**src/shash_pkg.sv**
```systemverilog
// Package: SHA-512 constants, types and round functions shared by the hasher modules.
package shash_pkg;

   localparam int unsigned BlockBytes = 128;
   localparam int unsigned Rounds     = 80;
   localparam int unsigned LenBytes   = 112;
   localparam logic [7:0]  PadByte    = 8'h80;

   typedef logic [63:0] word_type;
   typedef logic [6:0]  addr_type;

   // Commands from the controller to the datapath.
   typedef enum logic [2:0] {
      CMD_IDLE,
      CMD_WRITE,      // write a byte into the buffer at the given address
      CMD_LOAD,       // load the working registers from the hash words
      CMD_ROUND,      // one compression round
      CMD_ADD,        // fold the working registers into the hash words
      CMD_RESTART     // return hash words to their initial values
   } cmd_type;

   typedef struct packed {
      cmd_type    cmd;
      addr_type   addr;
      logic [7:0] wdata;
      logic [6:0] round;
      logic [2:0] out_sel;
   } dp_ctrl_type;

   function automatic word_type round_const(input logic [6:0] idx);
      word_type k [0:79];
      k = '{
         64'h428a2f98d728ae22, 64'h7137449123ef65cd, 64'hb5c0fbcfec4d3b2f, 64'he9b5dba58189dbbc,
         64'h3956c25bf348b538, 64'h59f111f1b605d019, 64'h923f82a4af194f9b, 64'hab1c5ed5da6d8118,
         64'hd807aa98a3030242, 64'h12835b0145706fbe, 64'h243185be4ee4b28c, 64'h550c7dc3d5ffb4e2,
         64'h72be5d74f27b896f, 64'h80deb1fe3b1696b1, 64'h9bdc06a725c71235, 64'hc19bf174cf692694,
         64'he49b69c19ef14ad2, 64'hefbe4786384f25e3, 64'h0fc19dc68b8cd5b5, 64'h240ca1cc77ac9c65,
         64'h2de92c6f592b0275, 64'h4a7484aa6ea6e483, 64'h5cb0a9dcbd41fbd4, 64'h76f988da831153b5,
         64'h983e5152ee66dfab, 64'ha831c66d2db43210, 64'hb00327c898fb213f, 64'hbf597fc7beef0ee4,
         64'hc6e00bf33da88fc2, 64'hd5a79147930aa725, 64'h06ca6351e003826f, 64'h142929670a0e6e70,
         64'h27b70a8546d22ffc, 64'h2e1b21385c26c926, 64'h4d2c6dfc5ac42aed, 64'h53380d139d95b3df,
         64'h650a73548baf63de, 64'h766a0abb3c77b2a8, 64'h81c2c92e47edaee6, 64'h92722c851482353b,
         64'ha2bfe8a14cf10364, 64'ha81a664bbc423001, 64'hc24b8b70d0f89791, 64'hc76c51a30654be30,
         64'hd192e819d6ef5218, 64'hd69906245565a910, 64'hf40e35855771202a, 64'h106aa07032bbd1b8,
         64'h19a4c116b8d2d0c8, 64'h1e376c085141ab53, 64'h2748774cdf8eeb99, 64'h34b0bcb5e19b48a8,
         64'h391c0cb3c5c95a63, 64'h4ed8aa4ae3418acb, 64'h5b9cca4f7763e373, 64'h682e6ff3d6b2b8a3,
         64'h748f82ee5defb2fc, 64'h78a5636f43172f60, 64'h84c87814a1f0ab72, 64'h8cc702081a6439ec,
         64'h90befffa23631e28, 64'ha4506cebde82bde9, 64'hbef9a3f7b2c67915, 64'hc67178f2e372532b,
         64'hca273eceea26619c, 64'hd186b8c721c0c207, 64'heada7dd6cde0eb1e, 64'hf57d4f7fee6ed178,
         64'h06f067aa72176fba, 64'h0a637dc5a2c898a6, 64'h113f9804bef90dae, 64'h1b710b35131c471b,
         64'h28db77f523047d84, 64'h32caab7b40c72493, 64'h3c9ebe0a15c9bebc, 64'h431d67c49c100d4c,
         64'h4cc5d4becb3e42b6, 64'h597f299cfc657e2a, 64'h5fcb6fab3ad6faec, 64'h6c44198c4a475817};
      return k[idx];
   endfunction

   function automatic word_type init_hash(input logic [2:0] idx);
      word_type h [0:7];
      h = '{64'h6a09e667f3bcc908, 64'hbb67ae8584caa73b, 64'h3c6ef372fe94f82b,
            64'ha54ff53a5f1d36f1, 64'h510e527fade682d1, 64'h9b05688c2b3e6c1f,
            64'h1f83d9abfb41bd6b, 64'h5be0cd19137e2179};
      return h[idx];
   endfunction

   function automatic word_type ror(input word_type v, input int unsigned s);
      return (v >> s) | (v << (64 - s));
   endfunction

endpackage

```
**src/shash_if.sv**
```systemverilog
// Interfaces: valid/ready channels for the request and response words.
interface shash_req_if;
   logic       valid;
   logic       ready;
   logic       action;
   logic [7:0] byte_value;
   modport source (output valid, action, byte_value, input ready);
   modport sink   (input valid, action, byte_value, output ready);
endinterface

interface shash_rsp_if;
   logic        valid;
   logic        ready;
   logic [63:0] digest_word;
   logic [2:0]  word_index;
   logic        last_word;
   modport source (output valid, digest_word, word_index, last_word, input ready);
   modport sink   (input valid, digest_word, word_index, last_word, output ready);
endinterface

```
**src/shash_controller.sv**
```systemverilog
// Controller: sequences absorb, padding, compression and digest output.
module shash_controller
   import shash_pkg::*;
(
   input  logic           clock,
   input  logic           reset,
   shash_req_if.sink      req,
   shash_rsp_if.source    rsp,
   input  word_type       digest_in,
   output dp_ctrl_type    ctrl
);

   typedef enum logic [3:0] {
      ST_IDLE, ST_PAD, ST_LOAD, ST_ROUND, ST_ADD, ST_EMIT, ST_RESTART
   } state_type;

   state_type   state_ff, state_in;
   logic [7:0]  fill_ff, fill_in;     // bytes buffered, or pad write pointer
   logic [127:0] len_ff, len_in;      // bits in compressed blocks
   logic [127:0] flen_ff, flen_in;    // final length written into the padding
   logic        final_ff, final_in;   // message is being finalised
   logic        last_blk_ff, last_blk_in;
   logic [7:0]  cnt_ff, cnt_in;
   logic [2:0]  sel_ff, sel_in;
   logic        ovalid_ff, ovalid_in;
   word_type    oword_ff, oword_in;
   dp_ctrl_type c;

   assign req.ready = (state_ff == ST_IDLE);
   assign rsp.valid = ovalid_ff;
   assign rsp.digest_word = oword_ff;
   assign rsp.word_index  = sel_ff;
   assign rsp.last_word   = (sel_ff == 3'd7);
   assign ctrl = c;

   // Padding byte for the current pointer.
   logic [7:0] pad_byte;
   logic [6:0] lb;
   always_comb begin
      lb = 7'(fill_ff[6:0] - 7'(LenBytes));
      if (fill_ff[7]) pad_byte = PadByte;   // flag: first pad byte
      else if (last_blk_ff && fill_ff[6:0] >= 7'(LenBytes))
         pad_byte = flen_ff[8'(127 - 8*lb) -: 8];
      else pad_byte = 8'h00;
   end

   always_comb begin
      state_in = state_ff; fill_in = fill_ff; len_in = len_ff; flen_in = flen_ff;
      final_in = final_ff; last_blk_in = last_blk_ff; cnt_in = cnt_ff;
      sel_in = sel_ff; ovalid_in = ovalid_ff; oword_in = oword_ff;
      c = '{cmd: CMD_IDLE, addr: fill_ff[6:0], wdata: req.byte_value,
            round: cnt_ff[6:0], out_sel: sel_ff};
      case (state_ff)
         ST_IDLE: begin
            if (req.valid) begin
               if (!req.action) begin
                  c.cmd = CMD_WRITE;
                  if (fill_ff[6:0] == 7'd127) begin
                     fill_in = '0; final_in = 1'b0; state_in = ST_LOAD; cnt_in = '0;
                  end else fill_in = fill_ff + 8'd1;
               end else begin
                  flen_in = len_ff + {118'd0, fill_ff[6:0], 3'd0};
                  final_in = 1'b1;
                  last_blk_in = (fill_ff[6:0] < 7'(LenBytes));
                  fill_in = {1'b1, fill_ff[6:0]};
                  state_in = ST_PAD;
               end
            end
         end
         ST_PAD: begin
            c.cmd = CMD_WRITE; c.wdata = pad_byte;
            fill_in = {1'b0, 7'(fill_ff[6:0] + 7'd1)};
            if (fill_ff[6:0] == 7'd127) begin
               state_in = ST_LOAD; cnt_in = '0;
            end
         end
         ST_LOAD: begin
            // The registered buffer read comes first, then 128 byte reads are gathered.
            c.cmd = CMD_LOAD;
            cnt_in = cnt_ff + 8'd1;
            if (cnt_ff == 8'd128) begin state_in = ST_ROUND; cnt_in = '0; end
         end
         ST_ROUND: begin
            c.cmd = CMD_ROUND;
            cnt_in = cnt_ff + 8'd1;
            if (cnt_ff == 8'(Rounds - 1)) state_in = ST_ADD;
         end
         ST_ADD: begin
            c.cmd = CMD_ADD;
            if (!final_ff) begin
               len_in = len_ff + 128'd1024; state_in = ST_IDLE;
            end else if (!last_blk_ff) begin
               last_blk_in = 1'b1; fill_in = '0; state_in = ST_PAD;
            end else begin
               sel_in = '0; state_in = ST_EMIT; cnt_in = '0;
            end
         end
         ST_EMIT: begin
            // Present one digest word at a time.
            c.out_sel = sel_ff;
            if (!ovalid_ff) begin
               ovalid_in = 1'b1; oword_in = digest_in;
            end else if (rsp.ready) begin
               ovalid_in = 1'b0;
               if (sel_ff == 3'd7) state_in = ST_RESTART;
               else sel_in = sel_ff + 3'd1;
            end
         end
         ST_RESTART: begin
            c.cmd = CMD_RESTART;
            fill_in = '0; len_in = '0; final_in = 1'b0; sel_in = '0;
            state_in = ST_IDLE;
         end
         default: state_in = ST_IDLE;
      endcase
   end

   always_ff @(posedge clock) begin
      if (reset) begin
         state_ff <= ST_IDLE; fill_ff <= '0; len_ff <= '0; final_ff <= 1'b0;
         last_blk_ff <= 1'b0; cnt_ff <= '0; sel_ff <= '0; ovalid_ff <= 1'b0;
      end else begin
         state_ff <= state_in; fill_ff <= fill_in; len_ff <= len_in;
         final_ff <= final_in; last_blk_ff <= last_blk_in; cnt_ff <= cnt_in;
         sel_ff <= sel_in; ovalid_ff <= ovalid_in;
      end
      flen_ff <= flen_in;
      oword_ff <= oword_in;
   end

endmodule

```
**src/flat_wrapper.sv**
```systemverilog
// flat-port wrapper written by rule: the top's interface ports become plain ports
module shash_controller_flat import shash_pkg::*;
  (clock, reset, digest_in, ctrl, req_valid, req_action, req_byte_value, req_ready, rsp_valid, rsp_digest_word, rsp_word_index, rsp_last_word, rsp_ready);
  shash_req_if req_i ();
  shash_rsp_if rsp_i ();
  input  logic clock;
  input  logic reset;
  input  word_type digest_in;
  output dp_ctrl_type ctrl;
  input wire logic [$bits(req_i.valid)-1:0] req_valid;
  input wire logic [$bits(req_i.action)-1:0] req_action;
  input wire logic [$bits(req_i.byte_value)-1:0] req_byte_value;
  output wire logic [$bits(req_i.ready)-1:0] req_ready;
  output wire logic [$bits(rsp_i.valid)-1:0] rsp_valid;
  output wire logic [$bits(rsp_i.digest_word)-1:0] rsp_digest_word;
  output wire logic [$bits(rsp_i.word_index)-1:0] rsp_word_index;
  output wire logic [$bits(rsp_i.last_word)-1:0] rsp_last_word;
  input wire logic [$bits(rsp_i.ready)-1:0] rsp_ready;
  assign req_i.valid = req_valid;
  assign req_i.action = req_action;
  assign req_i.byte_value = req_byte_value;
  assign req_ready = req_i.ready;
  assign rsp_valid = rsp_i.valid;
  assign rsp_digest_word = rsp_i.digest_word;
  assign rsp_word_index = rsp_i.word_index;
  assign rsp_last_word = rsp_i.last_word;
  assign rsp_i.ready = rsp_ready;
  shash_controller u_core (.clock(clock), .reset(reset), .req(req_i), .rsp(rsp_i), .digest_in(digest_in), .ctrl(ctrl));
endmodule
```
**config.mk**
```make
export PLATFORM = sky130hd
export DESIGN_NAME = shash_controller_flat
export DESIGN_NICKNAME = d
export VERILOG_FILES = /design/src/shash_pkg.sv /design/src/shash_if.sv /design/src/shash_controller.sv /design/src/flat_wrapper.sv
export SDC_FILE = /design/constraint.sdc
export NUM_CORES = 1
export LEC_CHECK = 0
export BUFFER_PORTS_ARGS = -buffer_cell sky130_fd_sc_hd__buf_2
export CAP_MARGIN = 25
export CORE_MARGIN = 1.5
export CORE_UTILIZATION = 25
export DETAILED_ROUTE_END_ITERATION = 8
export HOLD_SLACK_MARGIN = 0.1
export SETUP_SLACK_MARGIN = 0.5
export SYNTH_ARGS = -nofsm -noshare
export SYNTH_HDL_FRONTEND = slang
export SYNTH_SLANG_ARGS = --single-unit
export TNS_END_PERCENT = 1
```
**constraint.sdc**
```tcl
create_clock -name clock -period 12.5 [get_ports clock]
set_input_delay 1.25 -clock clock [delete_from_list [all_inputs] [get_ports clock]]
set_output_delay 1.25 -clock clock [all_outputs]
set_load 0.02 [all_outputs]
```
==> Word-level counts from Yosys, hierarchy flattened <==
Index checks and enable logic that the tools add are counted.
{ "op_classes": {"shifts": 1, "bitwise": 1, "n_reduce_logical": 18, "eq_ne": 24, "n_lt_le_gt_ge": 2, "muxes": 48, "mul": 0, "addsub": 8, "div": 0} }
{ "ops": {"columns": ["op", "n"], "rows": [
  ["case mux 128 bit (2 select lines)", 1],
  ["variable part select 135 x 9 -> 8 bit", 1],
  ["adder 128 x 10 -> 128 bit", 1],
  ["adder 128 x 11 -> 128 bit (second input constant)", 1],
  ["2-to-1 mux 128 bit", 1],
  ["2-to-1 mux 8 bit", 14],
  ["case mux 8 bit (5 select lines)", 1],
  ["2-to-1 mux 4 bit", 9],
  ["case mux 8 bit (4 select lines)", 1],
  ["case mux 4 bit (6 select lines)", 1],
  ["2-to-1 mux 3 bit", 7],
  ["case mux 3 bit (6 select lines)", 1],
  ["adder 8 x 1 -> 8 bit (second input constant)", 2],
  ["inequality test 2 bit (second input constant)", 8],
  ["== test 4 x 3 -> 1 bit (second input constant)", 3],
  ["AND reduction 6 bit", 2],
  ["inequality test 2 x 1 -> 1 bit (second input constant)", 5],
  ["AND reduction 5 bit", 2],
  ["2-to-1 mux 1 bit", 9],
  ["case mux 3 bit (3 select lines)", 1],
  ["== test 4 x 2 -> 1 bit (second input constant)", 2],
  ["== test 8 x 7 -> 1 bit (second input constant)", 1],
  ["== test 8 bit (second input constant)", 1],
  ["AND reduction 4 bit", 2],
  ["other kinds (20)", 25]
]} }
{ "totals": {"wordCells": 113, "mem_bits_rw": 0, "input_bits": 77, "output_inout_bits": 98, "memories": 0, "latch_bits": 0, "rom_bits": 0, "regBits": 346} }

==> Depth between registers and ports, before layout <==
{ "logic_depth": {"word_depth": 6, "ltp_mapped": 10, "depth_no_buf": 8} }

==> Worst setup path before layout <==
Ideal clock, no wire load.
{ "synth_timing": {"path_type": "register to register", "start": "register u_core.state_ff[0]", "end": "register u_core.oword_ff[0] (netlist: u_core.rsp.digest_word[0]), enable pin", "period_less_slack_ns": 4.814, "t_arrival_ns": 4.321, "slack_ns": 7.686, "path_stages_with_launch": 5, "cell_sequence": "dfxtp_1 clkbuf_1 clkbuf_1 nor4bb_1 nor2b_1"} }
{ "synth_between": {"elab_chain_len": 2} }
{ "synth_rtl": {"columns": ["element", "line", "rtl"], "rows": [
  ["from (decl)", "shash_controller.sv:17", "state_type state_ff, state_in;"],
  ["from (signal assigned)", "shash_controller.sv:123", "state_ff <= state_in; fill_ff <= fill_in; len_ff <= len_in;"],
  ["== test 4 x 3 -> 1 bit", "shash_controller.sv:53", "case (state_ff)"],
  ["AND reduction 2 bit (no source line)", null, null],
  ["to (signal assigned)", "shash_controller.sv:128", "oword_ff <= oword_in;"],
  ["to (decl)", "shash_controller.sv:26", "word_type oword_ff, oword_in;"]
]} }
No other way between the ends.
A chain may end at the register's enable or synchronous reset.

==> metrics <==
vias in the first global route 12000; 1st-iter DRT viols 1406; diode count 0; Placed Cells 2442; NumNets Final 1710; utilization after layout 29.2%; final WL 56200 µm; number of port buffers 174; Slew Limit Fails 0; CTS tree done; drt first pass iters 6; Fin Setup TNS 0 ns; first-pass GRT wire length 81400 µm; library cells used by synthesis 70; most frequent cells in the layout 189 x edfxtp_1, 183 x nor2_1, 174 x buf_2, 142 x dfxtp_1, 100 x nand2_1; core area 64100 µm²; Post-CTS Hold Buffers 0; pwr dens 125 nW/µm²; Synth Instances 1555; Total GRT Usage 16.5%; critical path peak fanout 42; Layout area overhead 15.9%; H-Tree Depth 2; actual slew at the worst max-slew pin 1.14 ns; remaining global-route overflow 0; Tmin final 4.04 ns; max cap viols 0; syn avg cell area 10.4 µm²; CTS Buffer Depth 3; Via density 5.06; crit start category register; cts bufs inserted 36; DP Area 17500 µm²; Crit Path Class reg2out; ys flop type edfxtp_1; clock sink total 333; Root Buffer clkbuf_16; Yosys reg bits 333; unrepaired setup endpoints after global routing no; clk_skew 0.0239 ns; die area 66200 µm²; PnR Total Power 2.34 mW; YS warnings 0; fin crit share 32.3%; normalized max-slew margin 23.3%; Hold Path Class reg2reg; vias 12700; initial antenna violation count 2; fin area 18700 µm²; required time of the critical path 11.25 ns; Synth async-reset ratio 0%; EDFF count, synth 189; DRC 0; post-CTS resize count 0; Final Hold Vio Count 0; Initial Util 25.2%; detailed placer's ending HPWL 43400 µm; Fmax 248 MHz; Fill cells 6655; sequential area share after synthesis 53.0%; synthesized area 16200 µm²; Die Width 257 µm; Avg WL per Cell 22.4 µm; worst path arrival time 2.79 ns; GP Congestion 0.922; P_leak 6.07 nW; num rows 93; Final ANT Viol Nets 0; Cell Count, Final, Fillers Out 2507; Worst setup EP type primary output; Post-CTS Setup Repair Bufs 0; Ports 175; status finished, final reports clean; commonest non-fill, non-tap cell in the layout edfxtp_1; Die Y 257 µm; layout cell share with drive strength beyond 1 19.0%; Clock transition at path regs 0.06 ns; setup violators final 0; largest net degree at the start of global routing 82; Clk Latency, worst-skew pair 0.55 ns; peak supply drop 77.2 µV
## worst paths after layout
check | startpoint | to | slack (ns) | depth (start not counted)
max reg2reg | u_core.state_ff[1] | u_core.flen_ff[96] | 8.99 | 4
min | u_core.len_ff[120] | u_core.flen_ff[120] | 0.50 | 0
min reg2reg | u_core.len_ff[120] | u_core.flen_ff[120] | 0.50 | 0
max | u_core.fill_ff[0] | ctrl[15] | 8.46 | 6
## cell usage after synthesis, types with 12 or more instances
| master | n | share of area [%] |
|---|---|---|
| nand4_1 | 79 | 3.1 |
| nor4_1 | 70 | 2.7 |
| xnor2_1 | 97 | 5.3 |
| o21ai_0 | 38 | 1.2 |
| buf_2 | 12 | 0.37 |
| xor2_1 | 61 | 3.3 |
| and3_1 | 18 | 0.70 |
| mux4_2 | 36 | 5.0 |
| edfxtp_1 | 189 | 35 |
| buf_4 | 19 | 0.88 |
| nor3_1 | 68 | 2.1 |
| clkbuf_1 | 106 | 2.5 |
| nor2_1 | 183 | 4.3 |
| nand2_1 | 100 | 2.3 |
| dfxtp_1 | 144 | 18 |
| nand3_1 | 83 | 2.6 |
| a21oi_1 | 44 | 1.4 |
| or3_1 | 30 | 1.2 |
| inv_1 | 28 | 0.65 |
## state kept, by name (all words and copies together) (netlist names)
register                flops
u_core.last_blk_ff          1
u_core.final_ff             1
u_core.len_ff             118
u_core.flen_ff            125
u_core.state_ff             4
u_core.fill_ff              8
u_core.rsp.valid            1
u_core.rsp.digest_word     64
u_core.rsp.word_index       3
u_core.cnt_ff               8
## stage by stage
step                      hold slack (ns)  setup slack [ns]
after global routing                0.508              8.28
final                               0.501              8.46
after global placement              0.485              8.98
after floorplan                     0.464              7.69
after detailed placement            0.491              8.98
after CTS                           0.500              8.40
## metal layers
metal / part of all wire (%) / vias up / global-route usage, %
met5: 0 / - / 0
li1: - / 5773 / -
met1: 41 / 6199 / 21.1
met4: 4.4 / 0 / 7.24
met3: 7.7 / 100 / 2.71
met2: 47 / 622 / 27.4
## area by class of cell
class,count,area [µm²],area share [%]
Tap cell,855,1070,5.71
Multi-Input combinational cell,1041,6840,36.6
Inverter,28,108,0.575
Timing Repair Buffer,185,953,5.09
Sequential cell,333,8560,45.7
Clock buffer,42,933,4.99
Clock inverter,23,253,1.35
## critical path, cell delays in order (launching register included)
cell and delay (ns):
dfxtp_2 0.31, buf_4 0.51, mux4_2 0.58, mux4_2 0.51, inv_1 0.08, o21ai_0 0.08, buf_2 0.18
## report_power, final
group | internal, mW | switching [mW] | total [mW]
Sequential | 1.16 | 0.0106 | 1.18
Combinational | 0.0288 | 0.0422 | 0.0711
Clock | 0.627 | 0.466 | 1.09
## logic make-up (layout without fill, tap and decap cells)
group | count (synthesis) | after routing | share of synthesized area [%]
and+or+nand+nor | 714 | 714 | 23.3
DFF | 333 | 333 | 53.0
buffers and inverters | 182 | 278 | 4.82
xor gates and xnor gates | 158 | 158 | 8.57
AOI/OAI and AO/OA | 118 | 118 | 4.36
muxes | 41 | 41 | 5.34
adders and majority gates | 8 | 8 | 0.620
other | 1 | 2 | 0.0232
Power figures use the tool's default switching activity.
